==> config.mk <==
export PLATFORM = sky130hd
export DESIGN_NAME = tinymt32_random_generator_unit_flat
export DESIGN_NICKNAME = d
export VERILOG_FILES = /design/src/hdl/tmt_pkg.sv /design/src/hdl/tmt_cmd_if.sv /design/src/hdl/tmt_word_if.sv /design/src/hdl/tmt_step_unit.sv /design/src/hdl/tinymt32_random_generator_unit.sv /design/src/flat_wrapper.sv
export VERILOG_INCLUDE_DIRS = /design/src /design/src/hdl
export SDC_FILE = /design/constraint.sdc
export NUM_CORES = 2
export LEC_CHECK = 0
export ABC_AREA = 1
export BUFFER_PORTS_ARGS = -buffer_cell sky130_fd_sc_hd__buf_2
export CAP_MARGIN = 25
export CORE_UTILIZATION = 40
export CTS_CLUSTER_DIAMETER = 120
export DETAILED_ROUTE_END_ITERATION = 7
export GPL_TIMING_DRIVEN = 0
export PLACE_DENSITY_LB_ADDON = 0.25
export SETUP_SLACK_MARGIN = 0.15
export SKIP_CTS_REPAIR_TIMING = 1
export SLEW_MARGIN = 20
export SYNTH_ARGS = -nofsm -noshare
export SYNTH_HDL_FRONTEND = slang
export SYNTH_SLANG_ARGS = --single-unit
export TNS_END_PERCENT = 10
==> constraint.sdc <==
create_clock -name clk -period 9.7 [get_ports clk]
set_input_delay 0.97 -clock clk [delete_from_list [all_inputs] [get_ports clk]]
set_output_delay 0.97 -clock clk [all_outputs]
set_load 0.02 [all_outputs]
==> src/hdl/tinymt32_random_generator_unit_defines.svh <==
// Assertion macros shared by the generator files.
`ifndef TINYMT32_RANDOM_GENERATOR_UNIT_DEFINES_SVH
`define TINYMT32_RANDOM_GENERATOR_UNIT_DEFINES_SVH

// Same-cycle implication, checked on clk and switched off during rst.
`define TMT_ASSERT_NOW(name, ante, cons, msg) \
  name: assert property (@(posedge clk) disable iff (rst) (ante) |-> (cons)) \
    else $error(msg);

// Next-cycle implication, checked on clk and switched off during rst.
`define TMT_ASSERT_NEXT(name, ante, cons, msg) \
  name: assert property (@(posedge clk) disable iff (rst) (ante) |=> (cons)) \
    else $error(msg);

`endif

==> src/hdl/tmt_pkg.sv <==
// Types, constants and operation codes for the TinyMT32 generator.
package tmt_pkg;

  localparam int WordWidth = 32;
  localparam int CfgIndexWidth = 2;

  typedef logic [3:0][WordWidth-1:0] tmt_words_t;

  // Configuration register indexes.
  localparam logic [CfgIndexWidth-1:0] CFG_MASK_ONE = 2'd0;
  localparam logic [CfgIndexWidth-1:0] CFG_MASK_TWO = 2'd1;
  localparam logic [CfgIndexWidth-1:0] CFG_TEMPER   = 2'd2;

  // Reset values: parameter set 0.
  localparam logic [WordWidth-1:0] MASK_ONE_RESET = 32'h8f70_11ee;
  localparam logic [WordWidth-1:0] MASK_TWO_RESET = 32'hfc78_ff1f;
  localparam logic [WordWidth-1:0] TEMPER_RESET   = 32'h3793_fdff;

  localparam logic [WordWidth-1:0] MIX_MULT   = 32'd1812433253;
  localparam logic [WordWidth-1:0] LOW31_MASK = 32'h7fff_ffff;

  // Replacement for an all-zero state: 'T', 'I', 'N', 'Y' in words zero to three.
  localparam tmt_words_t TINY_WORDS = {32'h0000_0059, 32'h0000_004e,
                                       32'h0000_0049, 32'h0000_0054};

  localparam logic [2:0] MIX_ROUND_FIRST = 3'd1;
  localparam logic [2:0] MIX_ROUND_LAST  = 3'd7;
  localparam logic [2:0] WARM_LAST       = 3'd7;

  typedef enum logic [2:0] {
    OP_HOLD,
    OP_MUL,
    OP_MIX,
    OP_FIX,
    OP_ADVANCE
  } tmt_op_t;

  typedef struct packed {
    tmt_op_t    op;
    logic [2:0] round;
  } tmt_ctrl_t;

endpackage

==> src/hdl/tmt_cmd_if.sv <==
// Command channel: a generate or reseed request with its seed.
interface tmt_cmd_if;
  logic        valid;
  logic        ready;
  logic        cmd;
  logic [31:0] seed_value;

  modport source (output valid, output cmd, output seed_value, input ready);
  modport sink (input valid, input cmd, input seed_value, output ready);
endinterface

==> src/hdl/tmt_word_if.sv <==
// Result channel: one tempered pseudo-random word.
interface tmt_word_if;
  logic        valid;
  logic        ready;
  logic [31:0] random_word;

  modport source (output valid, output random_word, input ready);
  modport sink (input valid, input random_word, output ready);
endinterface

==> src/hdl/tmt_step_unit.sv <==
// Shared datapath: seed multiply, mixing XOR, zero fix-up, state advance and tempering.
module tmt_step_unit (
  input  tmt_pkg::tmt_ctrl_t  ctrl,
  input  tmt_pkg::tmt_words_t words,
  input  logic [31:0]         prod,
  input  logic [31:0]         mask_one,
  input  logic [31:0]         mask_two,
  input  logic [31:0]         temper_mask,
  output tmt_pkg::tmt_words_t words_next,
  output logic [31:0]         prod_next,
  output logic [31:0]         random_word
);

  logic [1:0]  cur_idx;
  logic [1:0]  prev_idx;
  logic [31:0] prev_word;
  logic [31:0] prev_mix;
  logic [31:0] adv_a;
  logic [31:0] adv_b;
  logic [31:0] temper_sum;
  logic        state_zero;

  assign cur_idx   = ctrl.round[1:0];
  assign prev_idx  = cur_idx - 2'd1;
  assign prev_word = words[prev_idx];
  assign prev_mix  = prev_word ^ (prev_word >> 30);

  assign state_zero = ((words[0] & tmt_pkg::LOW31_MASK) == '0) && (words[1] == '0) &&
                      (words[2] == '0) && (words[3] == '0);

  always_comb begin
    adv_a = (words[0] & tmt_pkg::LOW31_MASK) ^ words[1] ^ words[2];
    adv_a = adv_a ^ (adv_a << 1);
    adv_b = words[3] ^ (words[3] >> 1) ^ adv_a;
  end

  always_comb begin
    words_next = words;
    prod_next  = prod;
    unique case (ctrl.op)
      tmt_pkg::OP_HOLD: begin
      end
      tmt_pkg::OP_MUL: begin
        // Only the low 32 bits of the product are kept.
        prod_next = tmt_pkg::MIX_MULT * prev_mix;
      end
      tmt_pkg::OP_MIX: begin
        words_next[cur_idx] = words[cur_idx] ^ (prod + {29'd0, ctrl.round});
      end
      tmt_pkg::OP_FIX: begin
        if (state_zero) begin
          words_next = tmt_pkg::TINY_WORDS;
        end
      end
      tmt_pkg::OP_ADVANCE: begin
        words_next[0] = words[1];
        words_next[1] = words[2] ^ (adv_b[0] ? mask_one : 32'd0);
        words_next[2] = adv_a ^ (adv_b << 10) ^ (adv_b[0] ? mask_two : 32'd0);
        words_next[3] = adv_b;
      end
      default: begin
      end
    endcase
  end

  assign temper_sum  = words[0] + (words[2] >> 8);
  assign random_word = words[3] ^ temper_sum ^ (temper_sum[0] ? temper_mask : 32'd0);

endmodule

==> src/hdl/tinymt32_random_generator_unit.sv <==
// TinyMT32 generator top level: sequencer, state words, masks and output register.
//
// Usage. Items arrive on the request channel (cmd, seed_value) and tempered words
// leave on the result channel (random_word); both use valid/ready and a word moves
// when both are high. A generate (cmd 1) runs accept, one advance of the shared
// step unit, then one tempering add into the output register. A reseed (cmd 0)
// gives no word and runs accept and load, seven mixing rounds (each the single
// 32-bit multiplier then the XOR), one zero-state check and eight advances
// through the same unit. The request channel is ready only while the sequencer
// is idle. The output register holds one word; a new request may be taken while
// it waits, and a generate then waits in its tempering step until the receiver
// takes the earlier word. Reset loads the three configuration registers with
// parameter set 0 and runs the seeding with seed zero before the first request
// is accepted. Configuration writes go through cfg_write_en, cfg_index and
// cfg_data and are taken at any edge; each command works with the mask values
// captured when it was accepted. Writes to an unused index are ignored.
`include "tinymt32_random_generator_unit_defines.svh"

module tinymt32_random_generator_unit (
  input  logic                                  clk,
  input  logic                                  rst,
  tmt_cmd_if.sink                               request,
  tmt_word_if.source                            result,
  input  logic                                  cfg_write_en,
  input  logic [tmt_pkg::CfgIndexWidth-1:0]     cfg_index,
  input  logic [tmt_pkg::WordWidth-1:0]         cfg_data
);

  typedef enum logic [2:0] {
    ST_IDLE,
    ST_MUL,
    ST_MIX,
    ST_FIX,
    ST_WARM,
    ST_GEN_ADV,
    ST_TEMPER
  } state_t;

  state_t              state;
  logic [2:0]          count;
  tmt_pkg::tmt_words_t words;
  tmt_pkg::tmt_words_t words_next;
  logic [31:0]         prod;
  logic [31:0]         prod_next;
  logic [31:0]         temper_word;

  logic [31:0] mask_one;
  logic [31:0] mask_two;
  logic [31:0] temper_mask;
  logic [31:0] run_mask_one;
  logic [31:0] run_mask_two;
  logic [31:0] run_temper_mask;

  logic        out_valid;
  logic [31:0] out_word;
  logic        req_fire;
  logic        out_free;
  logic        words_live;

  tmt_pkg::tmt_ctrl_t ctrl;

  assign request.ready      = (state == ST_IDLE);
  assign req_fire           = request.valid && request.ready;
  assign result.valid       = out_valid;
  assign result.random_word = out_word;
  assign out_free           = !out_valid || result.ready;

  always_comb begin
    ctrl.round = count;
    unique case (state)
      ST_MUL:                ctrl.op = tmt_pkg::OP_MUL;
      ST_MIX:                ctrl.op = tmt_pkg::OP_MIX;
      ST_FIX:                ctrl.op = tmt_pkg::OP_FIX;
      ST_WARM, ST_GEN_ADV:   ctrl.op = tmt_pkg::OP_ADVANCE;
      default:               ctrl.op = tmt_pkg::OP_HOLD;
    endcase
  end

  tmt_step_unit u_step (
    .ctrl        (ctrl),
    .words       (words),
    .prod        (prod),
    .mask_one    (run_mask_one),
    .mask_two    (run_mask_two),
    .temper_mask (run_temper_mask),
    .words_next  (words_next),
    .prod_next   (prod_next),
    .random_word (temper_word)
  );

  // Configuration registers.
  always_ff @(posedge clk) begin
    if (rst) begin
      mask_one    <= tmt_pkg::MASK_ONE_RESET;
      mask_two    <= tmt_pkg::MASK_TWO_RESET;
      temper_mask <= tmt_pkg::TEMPER_RESET;
    end else if (cfg_write_en) begin
      unique case (cfg_index)
        tmt_pkg::CFG_MASK_ONE: mask_one    <= cfg_data;
        tmt_pkg::CFG_MASK_TWO: mask_two    <= cfg_data;
        tmt_pkg::CFG_TEMPER:   temper_mask <= cfg_data;
        default: begin
        end
      endcase
    end
  end

  always_ff @(posedge clk) begin
    if (rst) begin
      state           <= ST_MUL;
      count           <= tmt_pkg::MIX_ROUND_FIRST;
      out_valid       <= 1'b0;
      words           <= {tmt_pkg::TEMPER_RESET, tmt_pkg::MASK_TWO_RESET,
                          tmt_pkg::MASK_ONE_RESET, 32'd0};
      run_mask_one    <= tmt_pkg::MASK_ONE_RESET;
      run_mask_two    <= tmt_pkg::MASK_TWO_RESET;
      run_temper_mask <= tmt_pkg::TEMPER_RESET;
    end else begin
      // In the tempering step the output register is handled by that step alone.
      if (out_valid && result.ready && (state != ST_TEMPER)) begin
        out_valid <= 1'b0;
      end
      prod <= prod_next;
      unique case (state)
        ST_IDLE: begin
          if (req_fire) begin
            run_mask_one    <= mask_one;
            run_mask_two    <= mask_two;
            run_temper_mask <= temper_mask;
            if (request.cmd) begin
              state <= ST_GEN_ADV;
            end else begin
              words <= {temper_mask, mask_two, mask_one, request.seed_value};
              count <= tmt_pkg::MIX_ROUND_FIRST;
              state <= ST_MUL;
            end
          end
        end
        ST_MUL: begin
          state <= ST_MIX;
        end
        ST_MIX: begin
          words <= words_next;
          if (count == tmt_pkg::MIX_ROUND_LAST) begin
            state <= ST_FIX;
          end else begin
            count <= count + 3'd1;
            state <= ST_MUL;
          end
        end
        ST_FIX: begin
          words <= words_next;
          count <= '0;
          state <= ST_WARM;
        end
        ST_WARM: begin
          words <= words_next;
          if (count == tmt_pkg::WARM_LAST) begin
            state <= ST_IDLE;
          end else begin
            count <= count + 3'd1;
          end
        end
        ST_GEN_ADV: begin
          words <= words_next;
          state <= ST_TEMPER;
        end
        ST_TEMPER: begin
          if (out_free) begin
            out_word  <= temper_word;
            out_valid <= 1'b1;
            state     <= ST_IDLE;
          end else if (out_valid && result.ready) begin
            out_valid <= 1'b0;
          end
        end
        default: begin
          state <= ST_IDLE;
        end
      endcase
    end
  end

  assign words_live = (words[0][30:0] != 31'd0) || (words[1] != 32'd0) ||
                      (words[2] != 32'd0) || (words[3] != 32'd0);

  `TMT_ASSERT_NEXT(a_reseed_busy, req_fire && !request.cmd, !request.ready, "ready after reseed")
  `TMT_ASSERT_NEXT(a_temper_delivers, state == ST_TEMPER && out_free, result.valid, "word missing")
  `TMT_ASSERT_NOW(a_warm_state_nonzero, state == ST_WARM, words_live, "state became all zero")
  `TMT_ASSERT_NEXT(a_generate_no_reseed, req_fire && request.cmd, state == ST_GEN_ADV, "no advance")

endmodule
==> src/flat_wrapper.sv <==
// flat-port wrapper written by rule: the top's interface ports become plain ports
module tinymt32_random_generator_unit_flat 
  (clk, rst, cfg_write_en, cfg_index, cfg_data, request_valid, request_cmd, request_seed_value, request_ready, result_valid, result_random_word, result_ready);
  tmt_cmd_if request_i ();
  tmt_word_if result_i ();
  input  logic clk;
  input  logic rst;
  input  logic cfg_write_en;
  input  logic [tmt_pkg::CfgIndexWidth-1:0] cfg_index;
  input  logic [tmt_pkg::WordWidth-1:0] cfg_data;
  input wire logic [$bits(request_i.valid)-1:0] request_valid;
  input wire logic [$bits(request_i.cmd)-1:0] request_cmd;
  input wire logic [$bits(request_i.seed_value)-1:0] request_seed_value;
  output wire logic [$bits(request_i.ready)-1:0] request_ready;
  output wire logic [$bits(result_i.valid)-1:0] result_valid;
  output wire logic [$bits(result_i.random_word)-1:0] result_random_word;
  input wire logic [$bits(result_i.ready)-1:0] result_ready;
  assign request_i.valid = request_valid;
  assign request_i.cmd = request_cmd;
  assign request_i.seed_value = request_seed_value;
  assign request_ready = request_i.ready;
  assign result_valid = result_i.valid;
  assign result_random_word = result_i.random_word;
  assign result_i.ready = result_ready;
  tinymt32_random_generator_unit u_core (.clk(clk), .rst(rst), .request(request_i), .result(result_i), .cfg_write_en(cfg_write_en), .cfg_index(cfg_index), .cfg_data(cfg_data));
endmodule
==> impl_metrics.json <==
{
  "status": "completed",
  "report.final.slew_viol_count": 0,
  "top_layer": "met5",
  "area_delta_synth_final_pct": 13.2,
  "final_common_cell": "nand2_1",
  "ant_nets": 0,
  "netlist_area_um2": 33800,
  "relSlewSlack_pct": 15.0,
  "drtPass1Iterations": 6,
  "maxCapViolations": 0,
  "wire_per_inst_um": 33.7,
  "place_area_um2": 36200,
  "synth_flop_cell": "dfxtp_1",
  "fp.dieW_um": 293,
  "start_util_pct": 40.4,
  "drc": 0,
  "seq_area_frac_synth_pct": 25.0,
  "mostFrequentLayoutCells": "1294 x nand2_1, 638 x inv_1, 481 x nand3_1, 326 x dfxtp_1, 315 x a21oi_1",
  "via_count": 37838,
  "hpwl_mm": 173,
  "first_iter_violations": 5414,
  "place_congestion": 1.12,
  "clock_latency_ps": 650,
  "die_area_um2": 85700,
  "yosys_warnings": 0,
  "fin_crit_sh_pct": 95.9,
  "cts.clk_slew.worst_paths_ps": 60,
  "hold_violations": 0,
  "routed_wl_mm": 212,
  "finalInstanceArea_um2": 38300,
  "post-place-cells": 6178,
  "synth_nets": 5389,
  "path_class": "flip-flop to flip-flop",
  "yosys.cell_types.count": 57,
  "port_buffers": 104,
  "holdCritPathClass": "flip-flop to flip-flop",
  "period_needed_ps": 9300,
  "fin_nets": 5586,
  "cts_tree": "built",
  "skew_ps": 43.8,
  "io_pins": 106,
  "clockRootBuffer": "clkbuf_16",
  "grt_pass1_wl_mm": 283,
  "cts_buffer_depth": 3,
  "antenna_found_initial": 20,
  "netlist_instances": 4915,
  "async_flop_share_pct": 0,
  "placementRows": 106,
  "worstPathMaxFanout": 11,
  "die_y_um": 293,
  "viasPerCell": 6.01,
  "synth_enable_flop_cells": 64,
  "wl_met2_mm": 82.0,
  "grt_usage_pct": 48.5,
  "drt-met1-wl_mm": 83.0,
  "cp_slowest_cell": "a21oi_1",
  "cpPeakStageDelay_ps": 630,
  "gr-total-overflow": 0,
  "instances_no_fill": 6301,
  "finalSetupViolCount": 0,
  "htree_num_levels": 2,
  "tightest_slew_ps": 1280,
  "endpoint_kind": "flip-flop",
  "met3WireLength_mm": 28.3,
  "cp-start-kind": "flip-flop",
  "rsz0062_at_grt": "no",
  "nFillCells": 8873,
  "core_um2": 83700,
  "ys_ff_latch": 391,
  "arrival_ps": 9660,
  "max_freq_mhz": 108,
  "grt_pass1_vias": 34244,
  "drive_gt1_share_pct": 8.93,
  "cp_common_cell": "inv_1",
  "cts_sinks": 391,
  "synth_area_per_cell_um2": 6.88,
  "crit_required_ps": 10060,
  "grt_max_degree": 29,
  "numCtsBuffers": 51
}
stage by stage:
stage	util (%)	TNS (ps)	setup WS [ps]	hold slack [ps]
after floorplan	-	0	897	429
after global placement	42.7	-50750	-3130	440
after detailed placement	43.2	-29490	-2180	442
after CTS	45.3	-30450	-2210	458
after global routing	45.7	0	174	477
final	45.7	0	402	455
kinds of logic (layout without fill, tap and decap cells):
| family | after synthesis | count (layout) | synth area share [%] |
|---|---|---|---|
| buf+inv | 903 | 1139 | 10.6 |
| compound gates | 784 | 784 | 12.8 |
| fa+ha+maj | 402 | 402 | 18.1 |
| simple gates | 2203 | 2203 | 27.5 |
| flops | 391 | 391 | 25.0 |
| other cells | 0 | 16 | 0 |
| xor+xnor | 232 | 232 | 6.03 |
synthesized netlist by cell type, types with 103 or more instances:
cell type,count,share of area [%]
dfxtp_1,327,19
nand3_1,482,7.1
clkbuf_1,141,1.6
inv_1,639,7.1
xor2_1,128,3.3
fa_1,147,8.7
ha_1,255,9.4
o21ai_0,262,3.9
nand2_1,1294,14
xnor2_1,103,2.7
a21oi_1,339,5.0
nor2_1,281,3.1
sequential cells by signal, summed over array words and instances (netlist names):
register / cells
u_core.count: 3
u_core.mask_one: 32
u_core.mask_two: 32
u_core.prod: 32
u_core.result.random_word: 32
u_core.result.valid: 1
u_core.run_mask_one: 32
u_core.run_mask_two: 32
u_core.run_temper_mask: 32
u_core.state: 3
u_core.temper_mask: 32
u_core.words: 128
cell type report:
| class | count | area [um2] | area share (%) |
|---|---|---|---|
| antenna | 16 | 40.0 | 0.105 |
| buffer | 245 | 1200 | 3.15 |
| clock buffer | 69 | 1410 | 3.69 |
| clock inverter | 23 | 302 | 0.788 |
| inverter | 658 | 2470 | 6.45 |
| multi-input combinational | 3621 | 22000 | 57.6 |
| sequential | 391 | 8470 | 22.1 |
| tap | 1134 | 1420 | 3.71 |
| timing repair buffer | 144 | 933 | 2.44 |
layer usage:
layer,up-vias,GRT usage (%)
met2,2665,66.5
li1,16277,-
met4,18,35.5
met5,-,0
met3,664,17.4
met1,18214,62.2
worst paths after layout:
check	from	end	slack (ps)	cells after the start
setup / recovery	u_core.count[0]	u_core.prod[31]	400	37
hold reg to reg	u_core.run_temper_mask[26]	u_core.run_temper_mask[26]	460	2
setup reg to reg	u_core.count[0]	u_core.prod[31]	400	37
hold / removal	u_core.run_temper_mask[26]	u_core.run_temper_mask[26]	460	2
worst max-delay path: cells and delay by family (launching register included):
family,cells,cell delay (ps)
AND/OR/NAND/NOR,5,610
AO/OA/AOI/OAI,4,1150
buffers and inverters,18,2600
adder cells (fa/ha/maj),10,4270
flip-flops,1,380
Power is not shown: default switching activity piles up to over one toggle a cycle in this logic, so the estimate is an artifact.
